[config.mk]
export PLATFORM = sky130hd
export DESIGN_NAME = polygon_perimeter_and_area_core_flat
export DESIGN_NICKNAME = d
export VERILOG_FILES = /design/src/sv/ppa_pkg.sv /design/src/sv/ppa_in_if.sv /design/src/sv/ppa_out_if.sv /design/src/sv/polygon_perimeter_and_area_core.sv /design/src/flat_wrapper.sv
export SDC_FILE = /design/constraint.sdc
export NUM_CORES = 2
export LEC_CHECK = 0
export BUFFER_PORTS_ARGS = -buffer_cell sky130_fd_sc_hd__buf_2
export CORE_MARGIN = 2
export CORE_UTILIZATION = 45
export CTS_CLUSTER_DIAMETER = 80
export CTS_CLUSTER_SIZE = 14
export DETAILED_ROUTE_END_ITERATION = 10
export SKIP_CTS_REPAIR_TIMING = 1
export SLEW_MARGIN = 10
export SYNTH_ARGS = -nofsm -noshare
export SYNTH_HDL_FRONTEND = slang
export SYNTH_SLANG_ARGS = --single-unit
export TNS_END_PERCENT = 30
[constraint.sdc]
create_clock -name i_clk -period 10.25 [get_ports i_clk]
set_input_delay 1.025 -clock i_clk [delete_from_list [all_inputs] [get_ports i_clk]]
set_output_delay 1.025 -clock i_clk [all_outputs]
set_load 0.03 [all_outputs]
[src/sv/ppa_pkg.sv]
// ----------------------------------------------------------------------------
// ppa_pkg: shared types and constants of the polygon perimeter/area core
// Field widths, datapath widths, and the sequencer state type.
// ----------------------------------------------------------------------------
package ppa_pkg;

    // Beat field widths
    localparam int unsigned CoordW  = 16;
    localparam int unsigned PerimW  = 40;
    localparam int unsigned AreaW   = 43;

    // Datapath widths
    localparam int unsigned DiffW   = CoordW + 1;       // edge delta
    localparam int unsigned ProdW   = 2 * DiffW;        // one product
    localparam int unsigned D2W     = ProdW;            // dx*dx + dy*dy
    localparam int unsigned FracW   = 8;                // perimeter fraction bits
    localparam int unsigned RadW    = D2W + 2 * FracW;  // radicand, 2 bits a digit
    localparam int unsigned RootW   = RadW / 2;         // root bits, one per step
    localparam int unsigned RemW    = RootW + 2;        // partial remainder
    localparam int unsigned SqStepW = $clog2(RootW);
    localparam int unsigned MulStepW = 3;

    // Multiplier pass numbers
    localparam logic [MulStepW-1:0] MulDxDx = 3'd0;
    localparam logic [MulStepW-1:0] MulDyDy = 3'd1;
    localparam logic [MulStepW-1:0] MulAxBy = 3'd2;
    localparam logic [MulStepW-1:0] MulBxAy = 3'd3;
    localparam logic [MulStepW-1:0] MulLast = 3'd4;

    // Vertices seen, saturating
    localparam logic [1:0] MinVertices = 2'd3;

    typedef enum logic [2:0] {
        ST_IDLE,
        ST_MUL,
        ST_SQRT,
        ST_ACC,
        ST_FIN
    } t_state;

endpackage

[src/sv/ppa_in_if.sv]
// ----------------------------------------------------------------------------
// ppa_in_if: vertex channel
// One beat carries one polygon vertex and its last-vertex marker.
// ----------------------------------------------------------------------------
interface ppa_in_if;
    logic                                valid;
    logic                                ready;
    logic signed [ppa_pkg::CoordW-1:0]   vx;
    logic signed [ppa_pkg::CoordW-1:0]   vy;
    logic                                last_vertex;

    modport source (output valid, output vx, output vy, output last_vertex, input ready);
    modport sink   (input valid, input vx, input vy, input last_vertex, output ready);
endinterface

[src/sv/ppa_out_if.sv]
// ----------------------------------------------------------------------------
// ppa_out_if: result channel
// One beat carries the perimeter, twice the signed area and the short flag.
// ----------------------------------------------------------------------------
interface ppa_out_if;
    logic                                valid;
    logic                                ready;
    logic        [ppa_pkg::PerimW-1:0]   perimeter;
    logic signed [ppa_pkg::AreaW-1:0]    double_area;
    logic                                too_few;

    modport source (output valid, output perimeter, output double_area, output too_few,
                    input ready);
    modport sink   (input valid, input perimeter, input double_area, input too_few,
                    output ready);
endinterface

[src/sv/polygon_perimeter_and_area_core.sv]
// ----------------------------------------------------------------------------
// polygon_perimeter_and_area_core: polygon perimeter and shoelace area
// Accumulates edge lengths and cross products over a vertex stream and
// emits one result beat on the vertex marked last.
// ----------------------------------------------------------------------------
//  channel  | dir | handshake     | payload
//  ---------+-----+---------------+------------------------------------------
//  i_vtx    | in  | valid/ready   | vx[15:0] s, vy[15:0] s, last_vertex
//  o_res    | out | valid/ready   | perimeter[39:0], double_area[42:0] s, too_few
//
//  Each edge runs passes on one shared 17x17 multiplier (dx*dx, dy*dy,
//  ax*by, bx*ay), then a one-bit-per-cycle square root, then an add.
//  A first vertex that is not last is only stored; any other vertex runs an
//  edge, a last one after others runs the closing edge too, and every last
//  vertex ends with the result load.
//  Synchronous active-low reset clears the perimeter and area sums and the vertex count.
//  i_vtx.ready is high only in idle; the last vertex holds until the output
//  register is free, and a result waits there while the next vertices are taken.
// ----------------------------------------------------------------------------
module polygon_perimeter_and_area_core (
    input  logic       i_clk,
    input  logic       i_rst_n,
    ppa_in_if.sink     i_vtx,
    ppa_out_if.source  o_res
);

    // Sequencer and vertex bookkeeping
    ppa_pkg::t_state                   r_state, n_state;
    logic [1:0]                        r_count, n_count;
    logic                              r_last, n_last;
    logic                              r_edge, n_edge;     // 0: prev->cur, 1: closing
    logic [ppa_pkg::MulStepW-1:0]      r_mstep, n_mstep;
    logic [ppa_pkg::SqStepW-1:0]       r_sstep, n_sstep;

    logic signed [ppa_pkg::CoordW-1:0] r_first_x, n_first_x, r_first_y, n_first_y;
    logic signed [ppa_pkg::CoordW-1:0] r_prev_x, n_prev_x, r_prev_y, n_prev_y;
    logic signed [ppa_pkg::CoordW-1:0] r_ax, n_ax, r_ay, n_ay, r_bx, n_bx, r_by, n_by;

    // Arithmetic
    logic signed [ppa_pkg::ProdW-1:0]  r_prod, n_prod;
    logic        [ppa_pkg::D2W-1:0]    r_d2, n_d2;
    logic signed [ppa_pkg::ProdW-1:0]  r_cross, n_cross;
    logic        [ppa_pkg::RadW-1:0]   r_rad, n_rad;
    logic        [ppa_pkg::RemW-1:0]   r_rem, n_rem;
    logic        [ppa_pkg::RootW-1:0]  r_root, n_root;
    logic        [ppa_pkg::PerimW-1:0] r_perim, n_perim;
    logic signed [ppa_pkg::AreaW-1:0]  r_area, n_area;

    // Output register
    logic                              r_out_valid, n_out_valid;
    logic        [ppa_pkg::PerimW-1:0] r_o_perim, n_o_perim;
    logic signed [ppa_pkg::AreaW-1:0]  r_o_area, n_o_area;
    logic                              r_o_few, n_o_few;

    // Combinational helpers
    logic                              accept;
    logic                              out_free;
    logic signed [ppa_pkg::DiffW-1:0]  dx, dy, mul_a, mul_b;
    logic        [ppa_pkg::RemW+1:0]   rem_sh, trial;
    logic        [ppa_pkg::PerimW:0]   perim_sum;
    logic signed [ppa_pkg::AreaW:0]    area_sum;

    assign accept   = i_vtx.valid && (r_state == ppa_pkg::ST_IDLE);
    assign out_free = !r_out_valid || o_res.ready;

    assign i_vtx.ready       = (r_state == ppa_pkg::ST_IDLE);
    assign o_res.valid       = r_out_valid;
    assign o_res.perimeter   = r_o_perim;
    assign o_res.double_area = r_o_area;
    assign o_res.too_few     = r_o_few;

    // Edge deltas and shared multiplier operand select
    assign dx = {r_bx[ppa_pkg::CoordW-1], r_bx} - {r_ax[ppa_pkg::CoordW-1], r_ax};
    assign dy = {r_by[ppa_pkg::CoordW-1], r_by} - {r_ay[ppa_pkg::CoordW-1], r_ay};

    always_comb begin
        case (r_mstep)
            ppa_pkg::MulDxDx: begin
                mul_a = dx;
                mul_b = dx;
            end
            ppa_pkg::MulDyDy: begin
                mul_a = dy;
                mul_b = dy;
            end
            ppa_pkg::MulAxBy: begin
                mul_a = {r_ax[ppa_pkg::CoordW-1], r_ax};
                mul_b = {r_by[ppa_pkg::CoordW-1], r_by};
            end
            ppa_pkg::MulBxAy: begin
                mul_a = {r_bx[ppa_pkg::CoordW-1], r_bx};
                mul_b = {r_ay[ppa_pkg::CoordW-1], r_ay};
            end
            default: begin
                mul_a = '0;
                mul_b = '0;
            end
        endcase
    end

    // Square root digit step: bring down two radicand bits, try 4*root+1
    assign rem_sh = {r_rem, r_rad[ppa_pkg::RadW-1 -: 2]};
    assign trial  = {2'b00, r_root, 2'b01};

    // Sums ahead of saturation
    assign perim_sum = {1'b0, r_perim} + {{(ppa_pkg::PerimW + 1 - ppa_pkg::RootW){1'b0}}, r_root};
    assign area_sum  = {r_area[ppa_pkg::AreaW-1], r_area}
                     + {{(ppa_pkg::AreaW + 1 - ppa_pkg::ProdW){r_cross[ppa_pkg::ProdW-1]}},
                        r_cross};

    // Next state
    always_comb begin
        n_state = r_state;
        case (r_state)
            ppa_pkg::ST_IDLE: begin
                if (accept && ((r_count != 2'd0) || i_vtx.last_vertex)) begin
                    n_state = ppa_pkg::ST_MUL;
                end
            end
            ppa_pkg::ST_MUL: begin
                if (r_mstep == ppa_pkg::MulLast) begin
                    n_state = ppa_pkg::ST_SQRT;
                end
            end
            ppa_pkg::ST_SQRT: begin
                if (r_sstep == ppa_pkg::SqStepW'(ppa_pkg::RootW - 1)) begin
                    n_state = ppa_pkg::ST_ACC;
                end
            end
            ppa_pkg::ST_ACC: begin
                if (!r_edge && r_last) begin
                    n_state = ppa_pkg::ST_MUL;
                end else if (r_last) begin
                    n_state = ppa_pkg::ST_FIN;
                end else begin
                    n_state = ppa_pkg::ST_IDLE;
                end
            end
            ppa_pkg::ST_FIN: begin
                if (out_free) begin
                    n_state = ppa_pkg::ST_IDLE;
                end
            end
            default: n_state = ppa_pkg::ST_IDLE;
        endcase
    end

    // Datapath and output updates
    always_comb begin
        n_count     = r_count;
        n_last      = r_last;
        n_edge      = r_edge;
        n_mstep     = r_mstep;
        n_sstep     = r_sstep;
        n_first_x   = r_first_x;
        n_first_y   = r_first_y;
        n_prev_x    = r_prev_x;
        n_prev_y    = r_prev_y;
        n_ax        = r_ax;
        n_ay        = r_ay;
        n_bx        = r_bx;
        n_by        = r_by;
        n_prod      = ppa_pkg::ProdW'(mul_a) * ppa_pkg::ProdW'(mul_b);
        n_d2        = r_d2;
        n_cross     = r_cross;
        n_rad       = r_rad;
        n_rem       = r_rem;
        n_root      = r_root;
        n_perim     = r_perim;
        n_area      = r_area;
        n_out_valid = r_out_valid && !o_res.ready;
        n_o_perim   = r_o_perim;
        n_o_area    = r_o_area;
        n_o_few     = r_o_few;

        case (r_state)
            ppa_pkg::ST_IDLE: begin
                // Take a vertex, set up the edge from the previous one
                if (accept) begin
                    n_last  = i_vtx.last_vertex;
                    n_edge  = (r_count == 2'd0);
                    n_mstep = ppa_pkg::MulDxDx;
                    n_bx    = i_vtx.vx;
                    n_by    = i_vtx.vy;
                    n_prev_x = i_vtx.vx;
                    n_prev_y = i_vtx.vy;
                    if (r_count == 2'd0) begin
                        n_first_x = i_vtx.vx;
                        n_first_y = i_vtx.vy;
                        n_ax      = i_vtx.vx;
                        n_ay      = i_vtx.vy;
                    end else begin
                        n_ax = r_prev_x;
                        n_ay = r_prev_y;
                    end
                    if (r_count != ppa_pkg::MinVertices) begin
                        n_count = r_count + 2'd1;
                    end
                end
            end
            ppa_pkg::ST_MUL: begin
                // Fold the previous pass's product into the sums
                n_mstep = r_mstep + ppa_pkg::MulStepW'(1);
                case (r_mstep)
                    ppa_pkg::MulDyDy: n_d2    = ppa_pkg::D2W'(r_prod);
                    ppa_pkg::MulAxBy: n_d2    = r_d2 + ppa_pkg::D2W'(r_prod);
                    ppa_pkg::MulBxAy: n_cross = r_prod;
                    ppa_pkg::MulLast: begin
                        n_cross = r_cross - r_prod;
                        n_rad   = {r_d2, {(2 * ppa_pkg::FracW){1'b0}}};
                        n_rem   = '0;
                        n_root  = '0;
                        n_sstep = '0;
                    end
                    default: n_d2 = r_d2;
                endcase
            end
            ppa_pkg::ST_SQRT: begin
                // One root bit a cycle
                n_sstep = r_sstep + ppa_pkg::SqStepW'(1);
                n_rad   = {r_rad[ppa_pkg::RadW-3:0], 2'b00};
                if (rem_sh >= trial) begin
                    n_rem  = ppa_pkg::RemW'(rem_sh - trial);
                    n_root = {r_root[ppa_pkg::RootW-2:0], 1'b1};
                end else begin
                    n_rem  = ppa_pkg::RemW'(rem_sh);
                    n_root = {r_root[ppa_pkg::RootW-2:0], 1'b0};
                end
            end
            ppa_pkg::ST_ACC: begin
                // Saturating adds of edge length and cross product
                if (perim_sum[ppa_pkg::PerimW]) begin
                    n_perim = '1;
                end else begin
                    n_perim = perim_sum[ppa_pkg::PerimW-1:0];
                end
                case (area_sum[ppa_pkg::AreaW -: 2])
                    2'b01:   n_area = {1'b0, {(ppa_pkg::AreaW - 1){1'b1}}};
                    2'b10:   n_area = {1'b1, {(ppa_pkg::AreaW - 1){1'b0}}};
                    default: n_area = area_sum[ppa_pkg::AreaW-1:0];
                endcase
                // Set up the closing edge back to the first vertex
                if (!r_edge && r_last) begin
                    n_edge  = 1'b1;
                    n_mstep = ppa_pkg::MulDxDx;
                    n_ax    = r_bx;
                    n_ay    = r_by;
                    n_bx    = r_first_x;
                    n_by    = r_first_y;
                end
            end
            ppa_pkg::ST_FIN: begin
                // Load the result beat and start a new polygon
                if (out_free) begin
                    n_out_valid = 1'b1;
                    n_o_perim   = r_perim;
                    n_o_area    = r_area;
                    n_o_few     = (r_count != ppa_pkg::MinVertices);
                    n_count     = 2'd0;
                    n_perim     = '0;
                    n_area      = '0;
                end
            end
            default: n_count = r_count;
        endcase
    end

    // Control and accumulator registers
    always_ff @(posedge i_clk) begin
        if (!i_rst_n) begin
            r_state     <= ppa_pkg::ST_IDLE;
            r_count     <= 2'd0;
            r_last      <= 1'b0;
            r_edge      <= 1'b0;
            r_mstep     <= '0;
            r_sstep     <= '0;
            r_first_x   <= '0;
            r_first_y   <= '0;
            r_prev_x    <= '0;
            r_prev_y    <= '0;
            r_perim     <= '0;
            r_area      <= '0;
            r_out_valid <= 1'b0;
        end else begin
            r_state     <= n_state;
            r_count     <= n_count;
            r_last      <= n_last;
            r_edge      <= n_edge;
            r_mstep     <= n_mstep;
            r_sstep     <= n_sstep;
            r_first_x   <= n_first_x;
            r_first_y   <= n_first_y;
            r_prev_x    <= n_prev_x;
            r_prev_y    <= n_prev_y;
            r_perim     <= n_perim;
            r_area      <= n_area;
            r_out_valid <= n_out_valid;
        end
    end

    // Payload registers
    always_ff @(posedge i_clk) begin
        r_ax      <= n_ax;
        r_ay      <= n_ay;
        r_bx      <= n_bx;
        r_by      <= n_by;
        r_prod    <= n_prod;
        r_d2      <= n_d2;
        r_cross   <= n_cross;
        r_rad     <= n_rad;
        r_rem     <= n_rem;
        r_root    <= n_root;
        r_o_perim <= n_o_perim;
        r_o_area  <= n_o_area;
        r_o_few   <= n_o_few;
    end

endmodule
[src/flat_wrapper.sv]
// flat-port wrapper written by rule: the top's interface ports become plain ports
module polygon_perimeter_and_area_core_flat 
  (i_clk, i_rst_n, i_vtx_valid, i_vtx_vx, i_vtx_vy, i_vtx_last_vertex, i_vtx_ready, o_res_valid, o_res_perimeter, o_res_double_area, o_res_too_few, o_res_ready);
  ppa_in_if i_vtx_i ();
  ppa_out_if o_res_i ();
  input  logic i_clk;
  input  logic i_rst_n;
  input wire logic [$bits(i_vtx_i.valid)-1:0] i_vtx_valid;
  input wire logic [$bits(i_vtx_i.vx)-1:0] i_vtx_vx;
  input wire logic [$bits(i_vtx_i.vy)-1:0] i_vtx_vy;
  input wire logic [$bits(i_vtx_i.last_vertex)-1:0] i_vtx_last_vertex;
  output wire logic [$bits(i_vtx_i.ready)-1:0] i_vtx_ready;
  output wire logic [$bits(o_res_i.valid)-1:0] o_res_valid;
  output wire logic [$bits(o_res_i.perimeter)-1:0] o_res_perimeter;
  output wire logic [$bits(o_res_i.double_area)-1:0] o_res_double_area;
  output wire logic [$bits(o_res_i.too_few)-1:0] o_res_too_few;
  input wire logic [$bits(o_res_i.ready)-1:0] o_res_ready;
  assign i_vtx_i.valid = i_vtx_valid;
  assign i_vtx_i.vx = i_vtx_vx;
  assign i_vtx_i.vy = i_vtx_vy;
  assign i_vtx_i.last_vertex = i_vtx_last_vertex;
  assign i_vtx_ready = i_vtx_i.ready;
  assign o_res_valid = o_res_i.valid;
  assign o_res_perimeter = o_res_i.perimeter;
  assign o_res_double_area = o_res_i.double_area;
  assign o_res_too_few = o_res_i.too_few;
  assign o_res_i.ready = o_res_ready;
  polygon_perimeter_and_area_core u_core (.i_clk(i_clk), .i_rst_n(i_rst_n), .i_vtx(i_vtx_i), .o_res(o_res_i));
endmodule
Word level (Yosys, flattened, before mapping):

Index checks and enable logic that the tools add are counted.

* input bits: 37
* flip-flop bits (word level): 515
* logic and storage cells: 141
* output and inout port bits: 86

* equality and inequality tests: 19
* multiply operators: 1
* reduce and logical (&&, ||, !) cells: 31
* mux-type cells: 53
* add/sub/neg operators: 10
* magnitude comparators: 1

Operator list (count)
* $pmux 43 s2: 2
* $mux 16: 10
* $pmux 17 s4: 2
* $pmux 34 s2: 2
* $pmux 16 s2: 4
* $pmux 50 s2: 1
* $mux 40: 2
* $pmux 40 s2: 1
* $mux 27: 2
* $pmux 27 s2: 1
* $mux 50: 1
* $pmux 25 s2: 1
* $add 43x34->44: 1
* $mux 43: 1
* $add 40x25->41: 1
* $add 34x34->34: 1
* $mul 17x17->34: 1
* $sub 16x16->17: 2
* $sub 34x34->34: 1
* $ge 29x27->1: 1
* $sub 27x27->27: 1
* $mux 25: 1
* $mux 3: 8
* $pmux 3 s5: 1
* other kinds (28): 66

Depth between registers and ports, before layout:

* depth after elaboration: 5
* gate-level depth with buffers: 38
* depth with buffers taken out: 37

Least setup slack after synthesis:

No wires, ideal clock.

* path kind: reg-to-reg
* from: reg u_core.r_bx[0] (netlist name)
* to: reg u_core.r_prod[33] (netlist name)
* setup time: 0.120 ns
* path buffers: 0
* setup slack: 1.678 ns
* cell stages (with the launch flop): 33
* required time: 10.130 ns
* data arrival time: 8.452 ns
* clock period less this slack: 8.572 ns
* cell sequence: edfxtp_1 > inv_1 > ha_1 > fa_1 > nor2b_1 > o21ai_1 > nand2b_1 > a21o_1 > a21o_4 > a31oi_4 > o21ai_2 > a2111oi_0 > or4b_4 > nor3_1 > nor2_1 > fa_1 > inv_1 > fa_1 > inv_1 > fa_1 > fa_1 > fa_1 > inv_1 > fa_1 > inv_1 > ha_1 > nand2_1 > or4_1 > a211o_1 > a221o_1 > o21bai_1 > a21oi_1 > xnor2_1

* longest elaborated chain between the ends: 3
* elaborated cells on any way between the ends: 4
* those cells by class: add/sub: 1; mul: 1; mux: 2

RTL lines
* from (decl): RTL line polygon_perimeter_and_area_core.sv:37 `logic signed [ppa_pkg::CoordW-1:0] r_ax, n_ax, r_ay, n_ay, r_bx, n_bx, r_by, n_by;`
* from (signal assigned): RTL line polygon_perimeter_and_area_core.sv:305 `r_bx <= n_bx;`
* $sub 16x16->17: RTL line polygon_perimeter_and_area_core.sv:73 `assign dx = {r_bx[ppa_pkg::CoordW-1], r_bx} - {r_ax[ppa_pkg::CoordW-1], r_ax};`
* $pmux 17 s4: RTL line polygon_perimeter_and_area_core.sv:77 `case (r_mstep)`
* $mul 17x17->34 (*): RTL line polygon_perimeter_and_area_core.sv:163 `n_prod = ppa_pkg::ProdW'(mul_a) * ppa_pkg::ProdW'(mul_b);`
* via u_core.n_prod (one bit): RTL line polygon_perimeter_and_area_core.sv:40 `logic signed [ppa_pkg::ProdW-1:0] r_prod, n_prod;`
* to (signal assigned): RTL line polygon_perimeter_and_area_core.sv:307 `r_prod <= n_prod;`
* to (decl): RTL line polygon_perimeter_and_area_core.sv:40

The timed path passes the listed nets; every way through them passes the cells marked *.
A chain may end at the register's enable or synchronous reset.

Worst setup path after layout:

* from: reg u_core.r_by[0] (netlist name)
* to: reg u_core.r_prod[32] (netlist name)

* longest elaborated chain between the ends: 3
* elaborated cells on any way between the ends: 4
* those cells by class: add/sub: 1; mul: 1; mux: 2

RTL lines
* from (decl): RTL line polygon_perimeter_and_area_core.sv:37
* from (signal assigned): RTL line polygon_perimeter_and_area_core.sv:306 `r_by <= n_by;`
* $sub 16x16->17: RTL line polygon_perimeter_and_area_core.sv:74 `assign dy = {r_by[ppa_pkg::CoordW-1], r_by} - {r_ay[ppa_pkg::CoordW-1], r_ay};`
* $pmux 17 s4: RTL line polygon_perimeter_and_area_core.sv:77
* $mul 17x17->34 (*): RTL line polygon_perimeter_and_area_core.sv:163
* via u_core.n_prod (one bit): RTL line polygon_perimeter_and_area_core.sv:40

Marks and branches as above.

==> results.md <==
- Data required time of the worst path: 10.73 ns
- Remaining global-route overflow: 0
- Clock transition at the register clock pins on the worst setup and hold paths after CTS: 0.07 ns
- Root buffer cell: clkbuf_16
- Final weighted congestion in routability-driven placement: 0.924
- Buffering stage count on the worst path with inverters included: 6
- Most area-hungry cell type in the Yosys netlist: edfxtp_1
- Initial antenna violation count: 1
- EDFF count, synth: 302
- Max Root-Sink Buffers: 3
- IO Port Bufs: 122
- Source-to-sink clock delay at the later pin of the worst-skew pair: 0.60 ns
- Number of detailed-route iterations in the first pass: 6
- Overall via count from detail_route: 30303
- RSZ-0062 raised after global routing: false
- Number of cells after detailed placement: 5480
- Post-synth cell types: 89
- Most frequent standard cell in the layout excluding fill and tap cells: nand2_1
- Total GRT Usage: 0.230
- Number of nets still failing antenna checks after routing: 0
- Largest net degree at the start of global routing: 94
- Post-synthesis instance total: 4313
- Crit path launch type: flip-flop
- Path category of the worst min-delay check: reg2reg
- Final Skew: 0.0280 ns
- Share of Yosys cell area claimed by the top area cell type: 0.230
- Via/cell ratio: 5.45
- Worst Path Class, Setup: reg2reg
- Global-route wire length before repair: 165000 µm
- Slowest CP cell: fa_1
- Detailed-route wire length: 102000 µm
- Setup crit end kind: flip-flop
- Synthesis Warnings: 0
- Starting Density: 0.455
- Maximum operating frequency: 106 MHz
- Std-Cell Core Area: 86800 µm²
- Kind of cell with the highest combined delay on the critical path: adder cells
- Post-synth top flop: edfxtp_1
- TritonCTS Buffers: 43
- Run status: complete, no violations
- Sinks on the clock net: 499
- Netlist Area Pre-Place: 39400 µm²
- Maximum fanout along the worst path: 10
- Post-detail-place hpwl: 77800 µm
- Number of pins with negative max-slew slack in the final report: 0
- Number of DRC violations after detailed routing: 0
- Top-level I/O count: 123
- Slew Limit Headroom: 0.258
- Post-synthesis sequential area ratio: 0.330
- Share of final-layout standard cells stronger than drive strength 1: 0.0695
- Setup TNS Final: 0 ns
- Min cycle time layout: 9.47 ns
- Post-synth net total: 4941
- Final net count: 4998
- Average instance area after synthesis: 9.15 µm²
- Die area: 90000 µm²
- Final critical-path share of the clock period: 0.924
- Top cells by area, synth: edfxtp_1, fa_1, dfxtp_1
- Height of the chip: 300 µm
- Hold Violations, Final: 0
- Crit-path max cell delay: 0.54 ns
- Synthesis-stage register bit count: 499
- Arrival time at the worst endpoint: 9.95 ns
- Via count of the first global-routing pass: 30267
- TritonCTS clock tree: built
- Standard-cell row count: 108
- Die width: 300 µm
- Synthesis-to-finish area growth: 8.17%
- Cell mode on critical path: fa_1
- Deepest level of the CTS H-tree: 2
- FFs w/ async S/R, synth: 0
- Commonest cells after routing, fill and taps aside: nand2_1, inv_1, a21oi_1
- Initial drt markers: 1864
- Number of standard cells in the layout, taps in and fillers out: 5559
- Finish-stage setup viols: 0
- Average wire length per cell after detail routing: 18.4 µm
- Worst slew pin tran: 1.11 ns
- Max Cap Violations: 0
==> per-stage QoR <==
| step | utilization | hold slack (ns) | setup WS [ns] | instance area [µm²] |
|---|---|---|---|---|
| after global routing | 0.492 | 0.467 | 0.276 | 42700 |
| after detailed placement | 0.477 | 0.444 | 0.875 | 41400 |
| final | 0.492 | 0.455 | 0.783 | 42700 |
| after CTS | 0.492 | 0.455 | 0.861 | 42700 |
| after global placement | 0.477 | 0.441 | 1.10 | 41400 |
| after floorplan | - | 0.424 | 1.68 | 39400 |
==> cells in the mapped netlist, types with 6 or more instances <==
library cell	count
nand2_1	695
inv_1	488
a21oi_1	339
edfxtp_1	302
fa_1	302
nor2_1	296
ha_1	289
o21ai_0	242
dfxtp_1	197
clkbuf_1	144
xnor2_1	118
a21o_1	109
xor2_1	77
nand3_1	66
mux2i_1	55
and2_1	40
nand2b_1	36
nor3_1	32
nor2b_1	30
a221o_1	29
a31oi_1	26
o21a_1	26
o21bai_1	24
a211oi_1	22
a221oi_1	22
and3_1	20
or3_1	18
o211ai_1	15
o21ai_1	14
or2_2	13
a211o_1	12
buf_2	12
nand4_1	12
buf_1	11
o31ai_1	11
a21boi_0	10
a22o_1	10
a311oi_1	10
a22oi_1	9
a31o_2	9
o2111ai_1	8
o22ai_1	8
nor3b_1	7
nor4_1	6
o211a_1	6
==> final timing paths <==
check / from / end / slack [ns] / cells after the start
setup / recovery: u_core.r_by[0] / u_core.r_prod[32] / 0.78 / 36
setup reg to reg: u_core.r_by[0] / u_core.r_prod[32] / 0.78 / 36
hold / removal: u_core.r_prev_x[2] / u_core.r_prev_x[2] / 0.45 / 2
hold reg to reg: u_core.r_prev_x[2] / u_core.r_prev_x[2] / 0.45 / 2
==> registers in the layout (all words and copies together) (netlist names), 25 cells and up <==
name / cells
u_core.r_cross: 34
u_core.o_res.double_area: 43
u_core.r_area: 43
u_core.r_rad: 34
u_core.r_d2: 34
u_core.r_root: 25
u_core.r_prod: 34
u_core.r_perim: 40
u_core.o_res.perimeter: 40
u_core.r_rem: 27
==> tightest hold or removal path: cells and delay by family, from the launching register on <==
kind	cells	cell delay (ns)
AND/OR/NAND/NOR	1	0.05
AO/OA/AOI/OAI	1	0.05
flip-flops	1	0.31
==> per-layer routing <==
layer / global-route usage / wire (µm) / vias up / part of all wire
met1: 0.313 / 46600 / 14729 / 0.46
met5: 0 / 0 / - / 0
li1: - / - / 14767 / -
met3: 0.0249 / 4710 / 136 / 0.046
met2: 0.388 / 48300 / 671 / 0.47
met4: 0.0623 / 2670 / 0 / 0.026
==> layout make-up <==
type / count / area [µm²]
Clock buffer: 71 / 1210
Clock inverter: 6 / 62.6
Fill cell: 8358 / 44100
Tap cell: 1155 / 1450
Multi-Input combinational cell: 3153 / 24000
Sequential cell: 499 / 13000
Antenna cell: 2 / 5.00
Inverter: 489 / 1840
Timing Repair Buffer: 184 / 1080
==> cells by family after synthesis <==
family | Yosys count | share of synthesized area
DFF | 499 | 0.330
adders and majority gates | 591 | 0.245
muxes | 55 | 0.0140
AOI/OAI and AO/OA | 1015 | 0.163
and+or+nand+nor | 1297 | 0.141
buffers and inverters | 661 | 0.0639
xor gates and xnor gates | 195 | 0.0433
Power is left out: the tool's default activity adds up to more than one toggle a clock period on the data nets, which glitch-free logic cannot reach.
